$ cat src/rtl/pio_pkg.sv
// ----------------------------------------------------------------------------
// pio_pkg
// shared types and constants for one port of the parallel i/o controller
// ----------------------------------------------------------------------------
package pio_pkg;

    typedef enum logic [1:0] {
        ACT_READ   = 2'd0,
        ACT_WRITE  = 2'd1,
        ACT_STROBE = 2'd2,
        ACT_RESET  = 2'd3
    } action_t;

    typedef enum logic [1:0] {
        MODE_OUTPUT = 2'd0,
        MODE_INPUT  = 2'd1,
        MODE_BIDIR  = 2'd2,
        MODE_BIT    = 2'd3
    } mode_t;

    // command word low nibbles
    localparam logic [3:0] NIB_MODE     = 4'hF;
    localparam logic [3:0] NIB_INT_CTRL = 4'h7;

    // interrupt control word bits
    localparam int IC_ENABLE_BIT   = 7;
    localparam int IC_AND_BIT      = 6;
    localparam int IC_ACT_HIGH_BIT = 5;
    localparam int IC_MASK_NEXT_BIT = 4;

    localparam logic [7:0] INT_MASK_RESET = 8'hFF;

    typedef struct packed {
        action_t    action;
        logic       port_select;
        logic [7:0] data_byte;
    } in_item_t;

    typedef struct packed {
        logic [7:0] read_data;
        logic       out_strobe;
        logic [7:0] out_data;
        logic       irq_request;
        logic [7:0] irq_vector;
    } out_item_t;

    // handshake state between the input register and the result register
    typedef struct packed {
        logic advance;
    } stage_ctl_t;

endpackage

$ cat src/rtl/pio_intf.sv
// ----------------------------------------------------------------------------
// pio input and result channels
// valid/ready channels carrying one bus item and one result item
// ----------------------------------------------------------------------------
interface pio_in_if;
    logic       valid;
    logic       ready;
    logic [1:0] action;
    logic       port_select;
    logic [7:0] data_byte;

    modport source (output valid, output action, output port_select, output data_byte,
                    input ready);
    modport sink   (input valid, input action, input port_select, input data_byte,
                    output ready);
endinterface

interface pio_out_if;
    logic       valid;
    logic       ready;
    logic [7:0] read_data;
    logic       out_strobe;
    logic [7:0] out_data;
    logic       irq_request;
    logic [7:0] irq_vector;

    modport source (output valid, output read_data, output out_strobe, output out_data,
                    output irq_request, output irq_vector, input ready);
    modport sink   (input valid, input read_data, input out_strobe, input out_data,
                    input irq_request, input irq_vector, output ready);
endinterface

$ cat src/rtl/pio_in_stage.sv
// ----------------------------------------------------------------------------
// pio_in_stage
// input register: holds one accepted item until the core consumes it
// ----------------------------------------------------------------------------
module pio_in_stage
    import pio_pkg::*;
(
    input  logic       clk,
    input  logic       rst_n,
    input  logic       in_valid,
    input  in_item_t   in_item,
    output logic       in_ready,
    input  stage_ctl_t ctl,
    output logic       item_valid,
    output in_item_t   item
);

    logic     valid_reg;
    logic     valid_next;
    in_item_t item_reg;

    assign in_ready   = !valid_reg || ctl.advance;
    assign valid_next = (in_valid && in_ready) || (valid_reg && !ctl.advance);

    always_ff @(posedge clk or negedge rst_n)
    begin
        if (!rst_n)
        begin
            valid_reg <= 1'b0;
        end
        else
        begin
            valid_reg <= valid_next;
        end
    end

    always_ff @(posedge clk)
    begin
        if (in_valid && in_ready)
        begin
            item_reg <= in_item;
        end
    end

    assign item_valid = valid_reg;
    assign item       = item_reg;

endmodule

$ cat src/rtl/pio_core.sv
// ----------------------------------------------------------------------------
// pio_core
// port state and the decode of one item into a result and a state update
// ----------------------------------------------------------------------------
module pio_core
    import pio_pkg::*;
(
    input  logic      clk,
    input  logic      rst_n,
    input  logic      fire,
    input  in_item_t  item,
    output out_item_t result
);

    mode_t      port_mode_reg,   port_mode_next;
    logic [7:0] int_control_reg, int_control_next;
    logic [7:0] int_mask_reg,    int_mask_next;
    logic [7:0] dir_mask_reg,    dir_mask_next;
    logic [7:0] vector_reg_reg,  vector_reg_next;
    logic [7:0] last_cmd_reg,    last_cmd_next;
    logic [7:0] in_latch_reg,    in_latch_next;
    logic [7:0] out_bits_reg,    out_bits_next;
    logic       pending_reg,     pending_next;
    logic       exp_int_reg,     exp_int_next;
    logic       exp_dir_reg,     exp_dir_next;

    logic [7:0] b;
    logic [7:0] latched;
    logic [7:0] tested;
    logic [7:0] sel_bits;
    logic       strobe_taken;
    logic       bit_irq;

    assign b = item.data_byte;

    // bit mode: input pins come from the peripheral, output pins from output_bits
    assign latched  = (port_mode_reg == MODE_BIT) ? ((b & dir_mask_reg) | out_bits_reg) : b;
    assign tested   = int_control_reg[IC_ACT_HIGH_BIT] ? ~latched : latched;
    assign sel_bits = tested & dir_mask_reg;
    assign bit_irq  = int_control_reg[IC_AND_BIT] ? (sel_bits == dir_mask_reg)
                                                  : (sel_bits != 8'h00);
    assign strobe_taken = (port_mode_reg == MODE_BIT) ||
                          ((port_mode_reg != MODE_OUTPUT) && !pending_reg);

    always_comb
    begin
        port_mode_next   = port_mode_reg;
        int_control_next = int_control_reg;
        int_mask_next    = int_mask_reg;
        dir_mask_next    = dir_mask_reg;
        vector_reg_next  = vector_reg_reg;
        last_cmd_next    = last_cmd_reg;
        in_latch_next    = in_latch_reg;
        out_bits_next    = out_bits_reg;
        pending_next     = pending_reg;
        exp_int_next     = exp_int_reg;
        exp_dir_next     = exp_dir_reg;
        result           = '0;

        unique case (item.action)
            ACT_READ:
            begin
                if (item.port_select)
                begin
                    result.read_data = last_cmd_reg;
                end
                else if (port_mode_reg != MODE_OUTPUT)
                begin
                    pending_next     = 1'b0;
                    result.read_data = in_latch_reg;
                end
            end
            ACT_WRITE:
            begin
                if (item.port_select)
                begin
                    last_cmd_next = b;
                    if (exp_int_reg)
                    begin
                        int_mask_next = b;
                        exp_int_next  = 1'b0;
                    end
                    else if (exp_dir_reg)
                    begin
                        dir_mask_next = b;
                        exp_dir_next  = 1'b0;
                    end
                    else if (!b[0])
                    begin
                        vector_reg_next = b;
                    end
                    else if (b[3:0] == NIB_MODE)
                    begin
                        port_mode_next = mode_t'(b[7:6]);
                        if (mode_t'(b[7:6]) == MODE_BIT)
                        begin
                            exp_dir_next = 1'b1;
                        end
                    end
                    else if (b[3:0] == NIB_INT_CTRL)
                    begin
                        int_control_next = b;
                        if (b[IC_MASK_NEXT_BIT])
                        begin
                            exp_int_next = 1'b1;
                        end
                    end
                end
                else
                begin
                    unique case (port_mode_reg) inside
                        MODE_OUTPUT, MODE_BIDIR:
                        begin
                            result.out_strobe = 1'b1;
                            result.out_data   = b;
                        end
                        MODE_BIT:
                        begin
                            result.out_strobe = 1'b1;
                            result.out_data   = b;
                            out_bits_next     = b & ~dir_mask_reg;
                        end
                        default:
                        begin
                        end
                    endcase
                end
            end
            ACT_STROBE:
            begin
                if (strobe_taken)
                begin
                    in_latch_next = latched;
                    if (port_mode_reg == MODE_INPUT || port_mode_reg == MODE_BIDIR)
                    begin
                        pending_next = 1'b1;
                    end
                    if (int_control_reg[IC_ENABLE_BIT])
                    begin
                        if (port_mode_reg == MODE_INPUT ||
                            (port_mode_reg == MODE_BIT && bit_irq))
                        begin
                            result.irq_request = 1'b1;
                            result.irq_vector  = vector_reg_reg;
                        end
                    end
                end
            end
            ACT_RESET:
            begin
                port_mode_next                  = MODE_OUTPUT;
                int_mask_next                   = INT_MASK_RESET;
                int_control_next[IC_ENABLE_BIT] = 1'b0;
                pending_next                    = 1'b0;
                exp_int_next                    = 1'b0;
                exp_dir_next                    = 1'b0;
                last_cmd_next                   = 8'h00;
                in_latch_next                   = 8'h00;
            end
            default:
            begin
            end
        endcase
    end

    always_ff @(posedge clk or negedge rst_n)
    begin
        if (!rst_n)
        begin
            port_mode_reg   <= MODE_OUTPUT;
            int_control_reg <= 8'h00;
            int_mask_reg    <= INT_MASK_RESET;
            dir_mask_reg    <= 8'h00;
            vector_reg_reg  <= 8'h00;
            last_cmd_reg    <= 8'h00;
            in_latch_reg    <= 8'h00;
            out_bits_reg    <= 8'h00;
            pending_reg     <= 1'b0;
            exp_int_reg     <= 1'b0;
            exp_dir_reg     <= 1'b0;
        end
        else if (fire)
        begin
            port_mode_reg   <= port_mode_next;
            int_control_reg <= int_control_next;
            int_mask_reg    <= int_mask_next;
            dir_mask_reg    <= dir_mask_next;
            vector_reg_reg  <= vector_reg_next;
            last_cmd_reg    <= last_cmd_next;
            in_latch_reg    <= in_latch_next;
            out_bits_reg    <= out_bits_next;
            pending_reg     <= pending_next;
            exp_int_reg     <= exp_int_next;
            exp_dir_reg     <= exp_dir_next;
        end
    end

endmodule

$ cat src/rtl/pio_out_stage.sv
// ----------------------------------------------------------------------------
// pio_out_stage
// result register: holds one result until the sink takes it
// ----------------------------------------------------------------------------
module pio_out_stage
    import pio_pkg::*;
(
    input  logic       clk,
    input  logic       rst_n,
    input  logic       item_valid,
    input  out_item_t  result,
    input  logic       out_ready,
    output logic       out_valid,
    output out_item_t  out_item,
    output stage_ctl_t ctl
);

    logic      valid_reg;
    logic      valid_next;
    out_item_t result_reg;

    assign ctl.advance = item_valid && (!valid_reg || out_ready);
    assign valid_next  = ctl.advance || (valid_reg && !out_ready);

    always_ff @(posedge clk or negedge rst_n)
    begin
        if (!rst_n)
        begin
            valid_reg <= 1'b0;
        end
        else
        begin
            valid_reg <= valid_next;
        end
    end

    always_ff @(posedge clk)
    begin
        if (ctl.advance)
        begin
            result_reg <= result;
        end
    end

    assign out_valid = valid_reg;
    assign out_item  = result_reg;

endmodule

$ cat src/rtl/parallel_io_port_with_interrupts.sv
// ----------------------------------------------------------------------------
// parallel_io_port_with_interrupts
// one port of a parallel i/o controller with interrupt on peripheral strobe
// ----------------------------------------------------------------------------
// path: an accepted item passes the input register, then decode and port state
//   update into the result register, which a sink that is not ready stalls
// throughput: one item per cycle while the sink takes results; the port state
//   updates in the same cycle as the result register loads
// reset: rst_n clears both stages and sets the port state to its reset values
// ----------------------------------------------------------------------------
module parallel_io_port_with_interrupts
    import pio_pkg::*;
(
    input  logic        clk,
    input  logic        rst_n,
    pio_in_if.sink      in_ch,
    pio_out_if.source   out_ch
);

    in_item_t   in_item;
    in_item_t   item;
    logic       item_valid;
    out_item_t  result;
    out_item_t  out_item;
    stage_ctl_t ctl;

    assign in_item.action      = action_t'(in_ch.action);
    assign in_item.port_select = in_ch.port_select;
    assign in_item.data_byte   = in_ch.data_byte;

    pio_in_stage u_in_stage (
        .clk        (clk),
        .rst_n      (rst_n),
        .in_valid   (in_ch.valid),
        .in_item    (in_item),
        .in_ready   (in_ch.ready),
        .ctl        (ctl),
        .item_valid (item_valid),
        .item       (item)
    );

    pio_core u_core (
        .clk    (clk),
        .rst_n  (rst_n),
        .fire   (ctl.advance),
        .item   (item),
        .result (result)
    );

    pio_out_stage u_out_stage (
        .clk        (clk),
        .rst_n      (rst_n),
        .item_valid (item_valid),
        .result     (result),
        .out_ready  (out_ch.ready),
        .out_valid  (out_ch.valid),
        .out_item   (out_item),
        .ctl        (ctl)
    );

    assign out_ch.read_data   = out_item.read_data;
    assign out_ch.out_strobe  = out_item.out_strobe;
    assign out_ch.out_data    = out_item.out_data;
    assign out_ch.irq_request = out_item.irq_request;
    assign out_ch.irq_vector  = out_item.irq_vector;

endmodule

$ cat src/flat_wrapper.sv
// flat-port wrapper written by rule: the top's interface ports become plain ports
module parallel_io_port_with_interrupts_flat import pio_pkg::*;
  (clk, rst_n, in_ch_valid, in_ch_action, in_ch_port_select, in_ch_data_byte, in_ch_ready, out_ch_valid, out_ch_read_data, out_ch_out_strobe, out_ch_out_data, out_ch_irq_request, out_ch_irq_vector, out_ch_ready);
  pio_in_if in_ch_i ();
  pio_out_if out_ch_i ();
  input  logic clk;
  input  logic rst_n;
  input wire logic [$bits(in_ch_i.valid)-1:0] in_ch_valid;
  input wire logic [$bits(in_ch_i.action)-1:0] in_ch_action;
  input wire logic [$bits(in_ch_i.port_select)-1:0] in_ch_port_select;
  input wire logic [$bits(in_ch_i.data_byte)-1:0] in_ch_data_byte;
  output wire logic [$bits(in_ch_i.ready)-1:0] in_ch_ready;
  output wire logic [$bits(out_ch_i.valid)-1:0] out_ch_valid;
  output wire logic [$bits(out_ch_i.read_data)-1:0] out_ch_read_data;
  output wire logic [$bits(out_ch_i.out_strobe)-1:0] out_ch_out_strobe;
  output wire logic [$bits(out_ch_i.out_data)-1:0] out_ch_out_data;
  output wire logic [$bits(out_ch_i.irq_request)-1:0] out_ch_irq_request;
  output wire logic [$bits(out_ch_i.irq_vector)-1:0] out_ch_irq_vector;
  input wire logic [$bits(out_ch_i.ready)-1:0] out_ch_ready;
  assign in_ch_i.valid = in_ch_valid;
  assign in_ch_i.action = in_ch_action;
  assign in_ch_i.port_select = in_ch_port_select;
  assign in_ch_i.data_byte = in_ch_data_byte;
  assign in_ch_ready = in_ch_i.ready;
  assign out_ch_valid = out_ch_i.valid;
  assign out_ch_read_data = out_ch_i.read_data;
  assign out_ch_out_strobe = out_ch_i.out_strobe;
  assign out_ch_out_data = out_ch_i.out_data;
  assign out_ch_irq_request = out_ch_i.irq_request;
  assign out_ch_irq_vector = out_ch_i.irq_vector;
  assign out_ch_i.ready = out_ch_ready;
  parallel_io_port_with_interrupts u_core (.clk(clk), .rst_n(rst_n), .in_ch(in_ch_i), .out_ch(out_ch_i));
endmodule
$ cat config.mk
export PLATFORM = sky130hd
export DESIGN_NAME = parallel_io_port_with_interrupts_flat
export DESIGN_NICKNAME = d
export VERILOG_FILES = /design/src/rtl/pio_pkg.sv /design/src/rtl/pio_intf.sv /design/src/rtl/pio_in_stage.sv /design/src/rtl/pio_core.sv /design/src/rtl/pio_out_stage.sv /design/src/rtl/parallel_io_port_with_interrupts.sv /design/src/flat_wrapper.sv
export SDC_FILE = /design/constraint.sdc
export NUM_CORES = 1
export LEC_CHECK = 0
export ABC_CLOCK_PERIOD_IN_PS = 5400
export BUFFER_PORTS_ARGS = -buffer_cell sky130_fd_sc_hd__buf_2
export CAP_MARGIN = 20
export CORE_AREA = 8 8 88 90
export CTS_CLUSTER_SIZE = 12
export DETAILED_ROUTE_END_ITERATION = 12
export DIE_AREA = 0 0 96 98
export GPL_TIMING_DRIVEN = 0
export HOLD_SLACK_MARGIN = 0.03
export PLACE_DENSITY = 0.95
export SLEW_MARGIN = 20
export SYNTH_ARGS = -nofsm -noshare
export SYNTH_HDL_FRONTEND = slang
export SYNTH_SLANG_ARGS = --single-unit
$ cat constraint.sdc
create_clock -name clk -period 5.4 [get_ports clk]
set_clock_uncertainty 0.05 [all_clocks]
set_input_delay 0.27 -clock clk [delete_from_list [all_inputs] [get_ports clk]]
set_output_delay 0.27 -clock clk [all_outputs]
set_load 0.005 [all_outputs]
==> results.toml, run 1 <==
[status]
status = "complete, no violations"

[grt]
grt_start_max_net_pins = 50
antenna_found_initial = 0
grt.total_usage_pct = 20.1
grt_pass1_wl_mm = 14.6
grt_overflow = 0
grt_pass1_vias = 2915

[worst_setup_path]
start_kind = "flop"
r2r_cells = 7
crit_buf_inv = 1
critPathArrivalTime_ps = 2440
required_ps = 5440
critPathTopFamily = "compound AO/OA/AOI/OAI gates"
cp_slowest_stage_delay_ps = 430
critPathMaxFanout = 10
path_cells = "ha_1 -> buf_6 -> a21o_1 -> a221oi_1 -> o221ai_1 -> o31ai_4 -> a31oi_1"
slowest_stage = "o31ai_4"
reg2reg_to = "u_core.u_out_stage.out_item[5]"
end_kind = "flop"
criticalPathCategory = "reg2reg"
rrSetupSlack_ps = 2990
worst-path-stages = 7
r2r_start = "u_core.u_core.port_mode_reg[0]"

[synth]
ys_seq_area_share_pct = 59.7
ys_ff_latch = 85
yosys_warnings = 0
netlist_instances = 344
synth_edf_count = 36
async_flop_share_pct = 57.6
syn-cell-area_um2 = 3860
synth_nets = 362
ys_types = 51
avgSynthCellArea_um2 = 11.2
synth_flop_cell = "dfrtp_1"

[hold_path]
min_path_type = "in2reg"
hold_start = "in_ch_valid"
worst_hold_path.num_cells = 2
min_to = "u_core.u_in_stage.item_valid"

[final_layout]
largest_reg_flops = 25
drive_above_1_share_pct = 20.6
regArea_um2 = 2310
postLayoutCellArea_um2 = 4550
fillers = 457
multi_input_area_um2 = 1410
nNetsFinal = 426
n_antenna_cell = 0
syn2layout_area_growth_pct = 17.6

[drt]
drc = 0
via_per_inst = 5.93
drt_first_pass_iters = 5
wirelength_mm = 8.92
vias = 2925
antenna_left = 0
drt_iter0_drc = 241
avgRoutedWirePerCell_um = 18.1

[clock_tree]
h-tree-depth = 3
insertion_delay_ps = 360
clk_pin_slew_ps = 90
cts_buffer_depth = 2
post_cts_buffers = 0
clock_sinks = 85
cts_tree = "done"
cts_hold_buf = 11
cts_resized = 0
clock-root-buffer = "clkbuf_8"
cts_buffers = 9

[power_and_ir_drop]
p_leak_nw = 1.95
peakVddDrop_mv = 0.261
powerDensity_nw_per_um2 = 377
totalPowerFinal_mw = 1.71

[floorplan]
rows = 30
die_x_um = 96
die_area_um2 = 9410
start_util_pct = 59.5
core_um2 = 6490
die_h_um = 98
ioPinCount = 43

[sta]
worst_pin_slew_ps = 911
finalSetupViolations = 0
min_period_over_period_pct = 44.6
fin_crit_ps = 2410
hold_viol_final = 0
max_freq_ghz = 0.415
holdWs_ps = 66.0
fin_setup_tns_ps = 0
maxSlewViolCount = 0
maxSlewHeadroom_pct = 38.3
setup_slack_ps = 2990
rsz0062_at_grt = "false"

[job]
drv_cap = 0

[place]
place_congestion = 0.883
portBuffers = 41
dp_hpwl_mm = 5.96
placed_area_um2 = 4180
pre_cts_ws_ps = 2910
## cell usage in the layout, fill, tap and decap left out, drive strengths merged, types with 5 or more instances in the layout
master,netlist,final
nand3,5,5
and2,10,10
edfxtp,36,36
o21ai,32,32
a22oi,10,10
nand2,47,47
a21oi,14,14
a21boi,5,5
a31oi,8,8
dlygate4sd3,0,12
buf,6,47
clkbuf,10,19
nor2,17,17
mux2,19,19
xnor2,5,5
inv,19,20
dfrtp,49,49
nand2b,11,11
## per-stage QoR
step,util (%),std cells
after global routing,70.0,493
after CTS,69.8,492
after floorplan,-,344
after global placement,64.2,465
final,70.0,493
after detailed placement,64.3,465
## power breakdown
part / switching [mW] / total, mW / leakage (nW) / internal (mW)
logic: 0.173 / 0.292 / 0.841 / 0.119
clock network: 0.242 / 0.551 / 0.116 / 0.309
registers: 0.0845 / 0.871 / 0.994 / 0.787
## final cells by class
cell class              instances  share of cell area, %
well taps                      80                   2.20
inverters                      20                   1.68
flip-flops and latches         85                   50.7
clock inverters                 7                   2.70
plain buffers                  16                   1.68
clock buffers                   9                   2.72
multi-input cells             223                   31.1
repair buffers                 53                   7.21
## synthesized netlist by cell type (3+ instances only)
master,number,share of area [%]
a21boi_0,5,0.97
a21o_1,3,0.58
a21oi_1,12,1.6
a22oi_1,10,1.9
a31oi_1,8,1.3
and2_1,10,1.6
buf_2,3,0.39
clkbuf_1,9,0.87
dfrtp_1,49,32
edfxtp_1,36,28
ha_1,3,0.97
inv_1,19,1.8
mux2_1,5,1.5
mux2_2,14,4.1
nand2_1,47,4.6
nand2b_1,11,1.8
nand3_1,5,0.65
nor2_1,17,1.7
nor3b_1,3,0.58
o21ai_0,29,3.8
o21ai_1,3,0.39
o22ai_1,3,0.49
xnor2_1,5,1.1
## worst register-to-register path, delay by kind of cell (launching register included)
kind	cells	cell delay (ps)
flops	1	410
buf+inv	1	170
fa+ha+maj	1	270
compound gates	5	1250
## cells by family after synthesis
group	after synthesis	synth area share, %
AO/OA/AOI/OAI	87	14.8
XOR/XNOR	5	1.13
adder cells (fa/ha/maj)	3	0.971
buffers and inverters	36	3.95
flip-flops	85	59.7
multiplexers	21	6.05
other	1	0.0970
AND/OR/NAND/NOR	106	13.3
## metal layers
metal	vias up	wire, µm	GRT usage (%)	part of all wire, %
li1	1346	-	-	-
met1	1416	3480	24.7	39
met2	146	4580	32.8	51
met3	17	682	4.45	7.6
met4	0	181	8.52	2.0
met5	-	0	0	0
## worst max path at each step
stage,from,endpoint
global route,u_core.u_core.port_mode_reg[0],u_core.u_out_stage.out_item[2]
floorplan,u_core.u_core.port_mode_reg[0],u_core.u_out_stage.out_item[1]
finish,u_core.u_core.port_mode_reg[0],u_core.u_out_stage.out_item[5]
detailed placement,out_ch_ready,u_core.u_core.in_latch_reg[6]
CTS,u_core.u_out_stage.out_valid,u_core.u_core.in_latch_reg[2]
global placement,out_ch_ready,u_core.u_core.in_latch_reg[1]
Power figures use the tool's default switching activity.
==> inputs of run 2 (changes only) <==
--- a/config.mk
+++ b/config.mk
@@ -5,16 +5,16 @@
 export SDC_FILE = /design/constraint.sdc
 export NUM_CORES = 1
 export LEC_CHECK = 0
-export ABC_CLOCK_PERIOD_IN_PS = 5400
+export ABC_CLOCK_PERIOD_IN_PS = 2000
 export BUFFER_PORTS_ARGS = -buffer_cell sky130_fd_sc_hd__buf_2
 export CAP_MARGIN = 20
-export CORE_AREA = 8 8 88 90
+export CORE_AREA = 8 8 96 98
 export CTS_CLUSTER_SIZE = 12
 export DETAILED_ROUTE_END_ITERATION = 12
-export DIE_AREA = 0 0 96 98
+export DIE_AREA = 0 0 104 106
 export GPL_TIMING_DRIVEN = 0
 export HOLD_SLACK_MARGIN = 0.03
-export PLACE_DENSITY = 0.95
+export PLACE_DENSITY = 0.85
 export SLEW_MARGIN = 20
 export SYNTH_ARGS = -nofsm -noshare
 export SYNTH_HDL_FRONTEND = slang
==> constraint.sdc (replaced) <==
create_clock -name clk -period 2 [get_ports clk]
set_clock_uncertainty 0.05 [all_clocks]
set_input_delay 0.1 -clock clk [delete_from_list [all_inputs] [get_ports clk]]
set_output_delay 0.1 -clock clk [all_outputs]
set_load 0.005 [all_outputs]
==> run 2 against run 1 <==
The flow now finishes with violations (setup timing). Sequential power grew to 2.7 times the previous value. Critical path depth did not move. Routed wire length increased by 0.35%. Hold slack gained 160 ps. Utilization shrank 9.4 points. Largest power group unchanged.
==> results.toml, run 2 (synthesis gave the netlist of run 1 again) <==
[drt]
drc = 0
dr_wl_met3_um = 634
vias = 2990
route.met2.wl_mm = 4.39
avgRoutedWirePerCell_um = 16.9
antenna_left = 0
wirelength_mm = 8.95
drt_iter0_drc = 307
dr.max_layer_used = "met4"
drt_first_pass_iters = 7
met1Wirelength_mm = 3.59
via_per_inst = 5.64

[power_and_ir_drop]
powerDensity_nw_per_um2 = 955
p_leak_nw = 2.03
peakVddDrop_mv = 0.513
totalPowerFinal_mw = 4.54

[final_layout]
final_common_cell = "dfrtp_1"
syn2layout_area_growth_pct = 23.0
fillers = 635
n_antenna_cell = 0
multi_input_area_um2 = 1480
regArea_um2 = 2310
drive_above_1_share_pct = 25.9
nNetsFinal = 438
final_cell_mix = "dfrtp_1 (49), nand2_1 (46), buf_2 (43), edfxtp_1 (36), o21ai_0 (29)"
largest_reg_flops = 25

[sta]
setup_slack_ps = -154
finalSetupViolations = 8
fin_crit_ps = 2150
maxSlewViolCount = 0
hold_viol_final = 0
maxSlewHeadroom_pct = 50.6
holdWs_ps = 226
min_period_over_period_pct = 108
max_freq_ghz = 0.464
rsz0062_at_grt = "true"
worst_pin_slew_ps = 739

[floorplan]
core_um2 = 7850
rows = 33
start_util_pct = 49.3
ioPinCount = 43
die_h_um = 106
die_area_um2 = 11000
die_x_um = 104

[clock_tree]
clk_pin_slew_ps = 90
h-tree-depth = 3
clock-root-buffer = "clkbuf_8"
insertion_delay_ps = 360
cts_tree = "done"
cts_buffer_depth = 2
cts_buffers = 9
clock_sinks = 85

[grt]
grt_pass1_wl_mm = 14.4
grt_pass1_vias = 2948
antenna_found_initial = 0
grt_overflow = 0
grt.total_usage_pct = 16.1
grt_start_max_net_pins = 50

[job]
drv_cap = 0

[hold_path]
min_path_type = "in2async"

[worst_setup_path]
end_kind = "flop"
critPathArrivalTime_ps = 2310
critPathMaxFanout = 8
required_ps = 2160
criticalPathCategory = "reg2reg"
start_kind = "flop"

[status]
violations = "setup timing"
status = "complete, but fails checks"

[place]
portBuffers = 41
place_congestion = 0.930
dp_hpwl_mm = 5.77
[run 2: changes by cell type in the layout (fill, tap and decap cells not counted), sizes merged]
cell,change
clkinv,+1
clkbuf,-1
buf,+10
inv,+2
dlygate4sd3,+3
bufinv,-2
clkinvlp,-1
[run 2: repair_timing]
action,4_1_cts,5_1_grt
hold buffers,15,0
pin swaps,5,4
buffers inserted,3,7
endpoints found under the setup margin,23,35
resized for setup,7,12
hold endpoints to repair,62,0
gates cloned,0,1
[run 2: cell type report]
class                      count  share of cell area (%)
sequential                    85                    48.5
multi-input combinational    223                    31.2
timing repair buffer          67                    9.98
tap                          105                    2.76
clock buffer                   9                    2.61
clock inverter                 7                    1.71
buffer                        14                    1.61
inverter                      20                    1.61
[run 2: worst paths after layout]
| check | from | end | slack (ps) | cells after the start |
|---|---|---|---|---|
| max | u_core.u_core.port_mode_reg[0] | u_core.u_out_stage.out_item[2] | -150 | 7 |
| min | rst_n | u_core.u_in_stage.item_valid | 230 | 2 |
| max reg2reg | u_core.u_core.port_mode_reg[0] | u_core.u_out_stage.out_item[2] | -150 | 7 |
| min reg2reg | u_core.u_core.vector_reg_reg[4] | u_core.u_core.vector_reg_reg[4] | 450 | 1 |
| max in group asynchronous | rst_n | u_core.u_core.out_bits_reg[6] | 1250 | 2 |
| min in group clk | in_ch_data_byte[5] | u_core.u_in_stage.item[5] | 390 | 2 |
[run 2: worst max-delay path, cell delays in order (launching register included)]
cell and delay, ps:
dfrtp_1 420, ha_4 200, clkbuf_16 160, a21oi_4 120, xnor2_1 100, a222oi_1 510, o211ai_4 220, a31oi_1 220
[run 2: per-layer routing]
metal,GRT usage [%],up-vias
met3,5.32,34
li1,-,1371
met1,18.6,1449
met2,26.6,136
met5,0,-
met4,8.07,0
[run 2: stage by stage]
step | cell area [µm²] | setup TNS [ps] | util (%) | worst slack (ps) | instances
finish | 4750 | -1100 | 60.6 | -154 | 530
global route | 4750 | -2090 | 60.6 | -238 | 530
CTS | 4650 | -1460 | 59.3 | -124 | 524
detailed placement | 4220 | -5140 | 53.8 | -399 | 490
global placement | 4220 | -5440 | 53.7 | -328 | 490
floorplan | 3880 | -107 | - | -17.6 | 344
[run 2: where the power goes]
part / internal [mW] / total, mW / switching (mW)
clock: 0.594 / 1.26 / 0.662
combinational: 0.413 / 0.919 / 0.506
sequential: 2.12 / 2.36 / 0.241
total: 3.13 / 4.54 / 1.41
==> inputs of run 3 (changes only) <==
--- a/config.mk
+++ b/config.mk
@@ -8,13 +8,13 @@
 export ABC_CLOCK_PERIOD_IN_PS = 2000
 export BUFFER_PORTS_ARGS = -buffer_cell sky130_fd_sc_hd__buf_2
 export CAP_MARGIN = 20
-export CORE_AREA = 8 8 96 98
+export CORE_AREA = 8 8 109 86
 export CTS_CLUSTER_SIZE = 12
 export DETAILED_ROUTE_END_ITERATION = 12
-export DIE_AREA = 0 0 104 106
+export DIE_AREA = 0 0 117 94
 export GPL_TIMING_DRIVEN = 0
 export HOLD_SLACK_MARGIN = 0.03
-export PLACE_DENSITY = 0.85
+export PLACE_DENSITY = 0.86
 export SLEW_MARGIN = 20
 export SYNTH_ARGS = -nofsm -noshare
 export SYNTH_HDL_FRONTEND = slang
==> run 3 against run 2 <==
The flow still finishes with violations (setup timing). Non-clock buffer count is 4 lower. Via count is 3.8% lower. Cell area hardly changed. Global-route usage is 0.69 points higher. Hold slack better by 17 ps. Die area is 0.24% lower. Utilization is 1.7 points higher. Combinational power is 3.4% lower. First-iteration DRC count is 21% lower. Sequential cell count stayed put.
==> results.toml, run 3 (synthesis gave the netlist of run 1 again) <==
[final_layout]
postLayoutCellArea_um2 = 4750
syn2layout_area_growth_pct = 23.0
largest_reg_flops = 25
n_antenna_cell = 0
final_util_pct = 62.3
final_common_cell = "dfrtp_1"
final_cell_mix = "dfrtp_1 (49), nand2_1 (46), buf_2 (44), edfxtp_1 (36), o21ai_0 (28)"
instances_no_fill = 526
fillers = 616
nNetsFinal = 434
drive_above_1_share_pct = 25.9

[drt]
drt_first_pass_iters = 5
via_per_inst = 5.47
drt_iter0_drc = 244
avgRoutedWirePerCell_um = 16.7
wirelength_mm = 8.77
drc = 0
antenna_left = 0
vias = 2876

[status]
violations = "setup timing"
status = "complete, but fails checks"

[place]
placed_area_um2 = 4240
dp_cells = 491
portBuffers = 41
pre_cts_ws_ps = -220
dp_hpwl_mm = 5.91
place_congestion = 0.864

[sta]
min_period_over_period_pct = 105
rsz0062_at_grt = "true"
max_freq_ghz = 0.477
maxSlewHeadroom_pct = 57.8
setup_slack_ps = -96.1
finalSetupViolations = 8
hold_viol_final = 0
worst_pin_slew_ps = 632
maxSlewViolCount = 0
fin_crit_ps = 2100

[power_and_ir_drop]
totalPowerFinal_mw = 4.51
powerDensity_nw_per_um2 = 948
p_leak_nw = 2.03
peakVddDrop_mv = 0.523

[clock_tree]
cts_buffer_depth = 2
clock_sinks = 85
clock-root-buffer = "clkbuf_8"
insertion_delay_ps = 360
cts_buffers = 9
cts_tree = "done"
clk_pin_slew_ps = 90
h-tree-depth = 3

[worst_setup_path]
slowest_stage = "a222oi_1"
criticalPathCategory = "reg2reg"
r2r_start = "u_core.u_core.port_mode_reg[1]"
critPathArrivalTime_ps = 2260
path_cells = "ha_4 -> buf_6 -> a21oi_4 -> xnor2_2 -> a222oi_1 -> o211ai_4 -> a31oi_1"
cp_slowest_stage_delay_ps = 490
end_kind = "flop"
start_kind = "flop"
critPathMaxFanout = 8
required_ps = 2160
critPathLaunch = "u_core.u_core.port_mode_reg[1]"

[floorplan]
core_um2 = 7640
die_h_um = 94
die_x_um = 117
die_area_um2 = 11000
rows = 28
ioPinCount = 43
start_util_pct = 50.6

[grt]
antenna_found_initial = 0
grt_overflow = 0
grt_pass1_vias = 2806
grt_start_max_net_pins = 50
grt.total_usage_pct = 16.8
grt_pass1_wl_mm = 14.1

[job]
drv_cap = 0

[hold_path]
min_path_type = "in2async"
[run 3: changes by cell type in the layout (fill, tap and decap cells not counted), sizes merged]
cell,before,now
buf,57,53
clkinv,3,5
inv,22,20
[run 3: final cells by class]
class                      count  area, µm²  area share [%]
multi-input combinational    223       1530            32.1
clock inverter                 7       86.3            1.82
tap                          105        131            2.76
buffer                        14       72.6            1.53
inverter                      20       76.3            1.61
sequential                    85       2310            48.5
clock buffer                   9        124            2.61
timing repair buffer          63        432            9.08
[run 3: what timing repair did]
action | 4_1_cts | 5_1_grt
resized for setup | 8 | 16
setup buffers | 2 | 3
hold buffers | 15 | 0
pin swaps | 8 | 3
setup endpoints to repair | 8 | 42
gates cloned | 1 | 0
endpoints found under the hold margin | 62 | 0
[run 3: per-layer routing]
metal,vias up,GRT usage (%),share of wire (%)
met2,136,25.8,45
met3,16,5.59,11
met1,1361,21.9,42
li1,1363,-,-
met5,-,0,0
met4,0,5.63,1.5
[run 3: worst paths after layout]
path	endpoint	slack (ps)	depth (start not counted)
worst max-delay path	u_core.u_out_stage.out_item[1]	-100	7
worst min-delay path	u_core.u_core.out_bits_reg[1]	240	2
worst max register to register	u_core.u_out_stage.out_item[1]	-100	7
worst min register to register	u_core.u_core.last_cmd_reg[5]	440	2
max in group asynchronous	u_core.u_core.in_latch_reg[7]	1230	2
min in group clk	u_core.u_in_stage.item[3]	390	2
[run 3: worst max-delay path: cells and delay by family (launching register included)]
| kind | cells | cell delay [ps] |
|---|---|---|
| xor+xnor | 1 | 90 |
| buf+inv | 1 | 140 |
| flops | 1 | 420 |
| compound gates | 4 | 1060 |
| fa+ha+maj | 1 | 190 |
[run 3: stage by stage]
step	hold WS, ps	TNS (ps)
floorplan	-246	-107
global placement	227	-4910
detailed placement	228	-1690
CTS	372	-456
global route	298	-1950
finish	243	-629
[run 3: power breakdown]
part	internal (mW)	total, mW	leakage [nW]	switching, mW
registers	2.12	2.36	0.994	0.242
clock network	0.595	1.25	0.102	0.659
logic	0.375	0.888	0.931	0.513
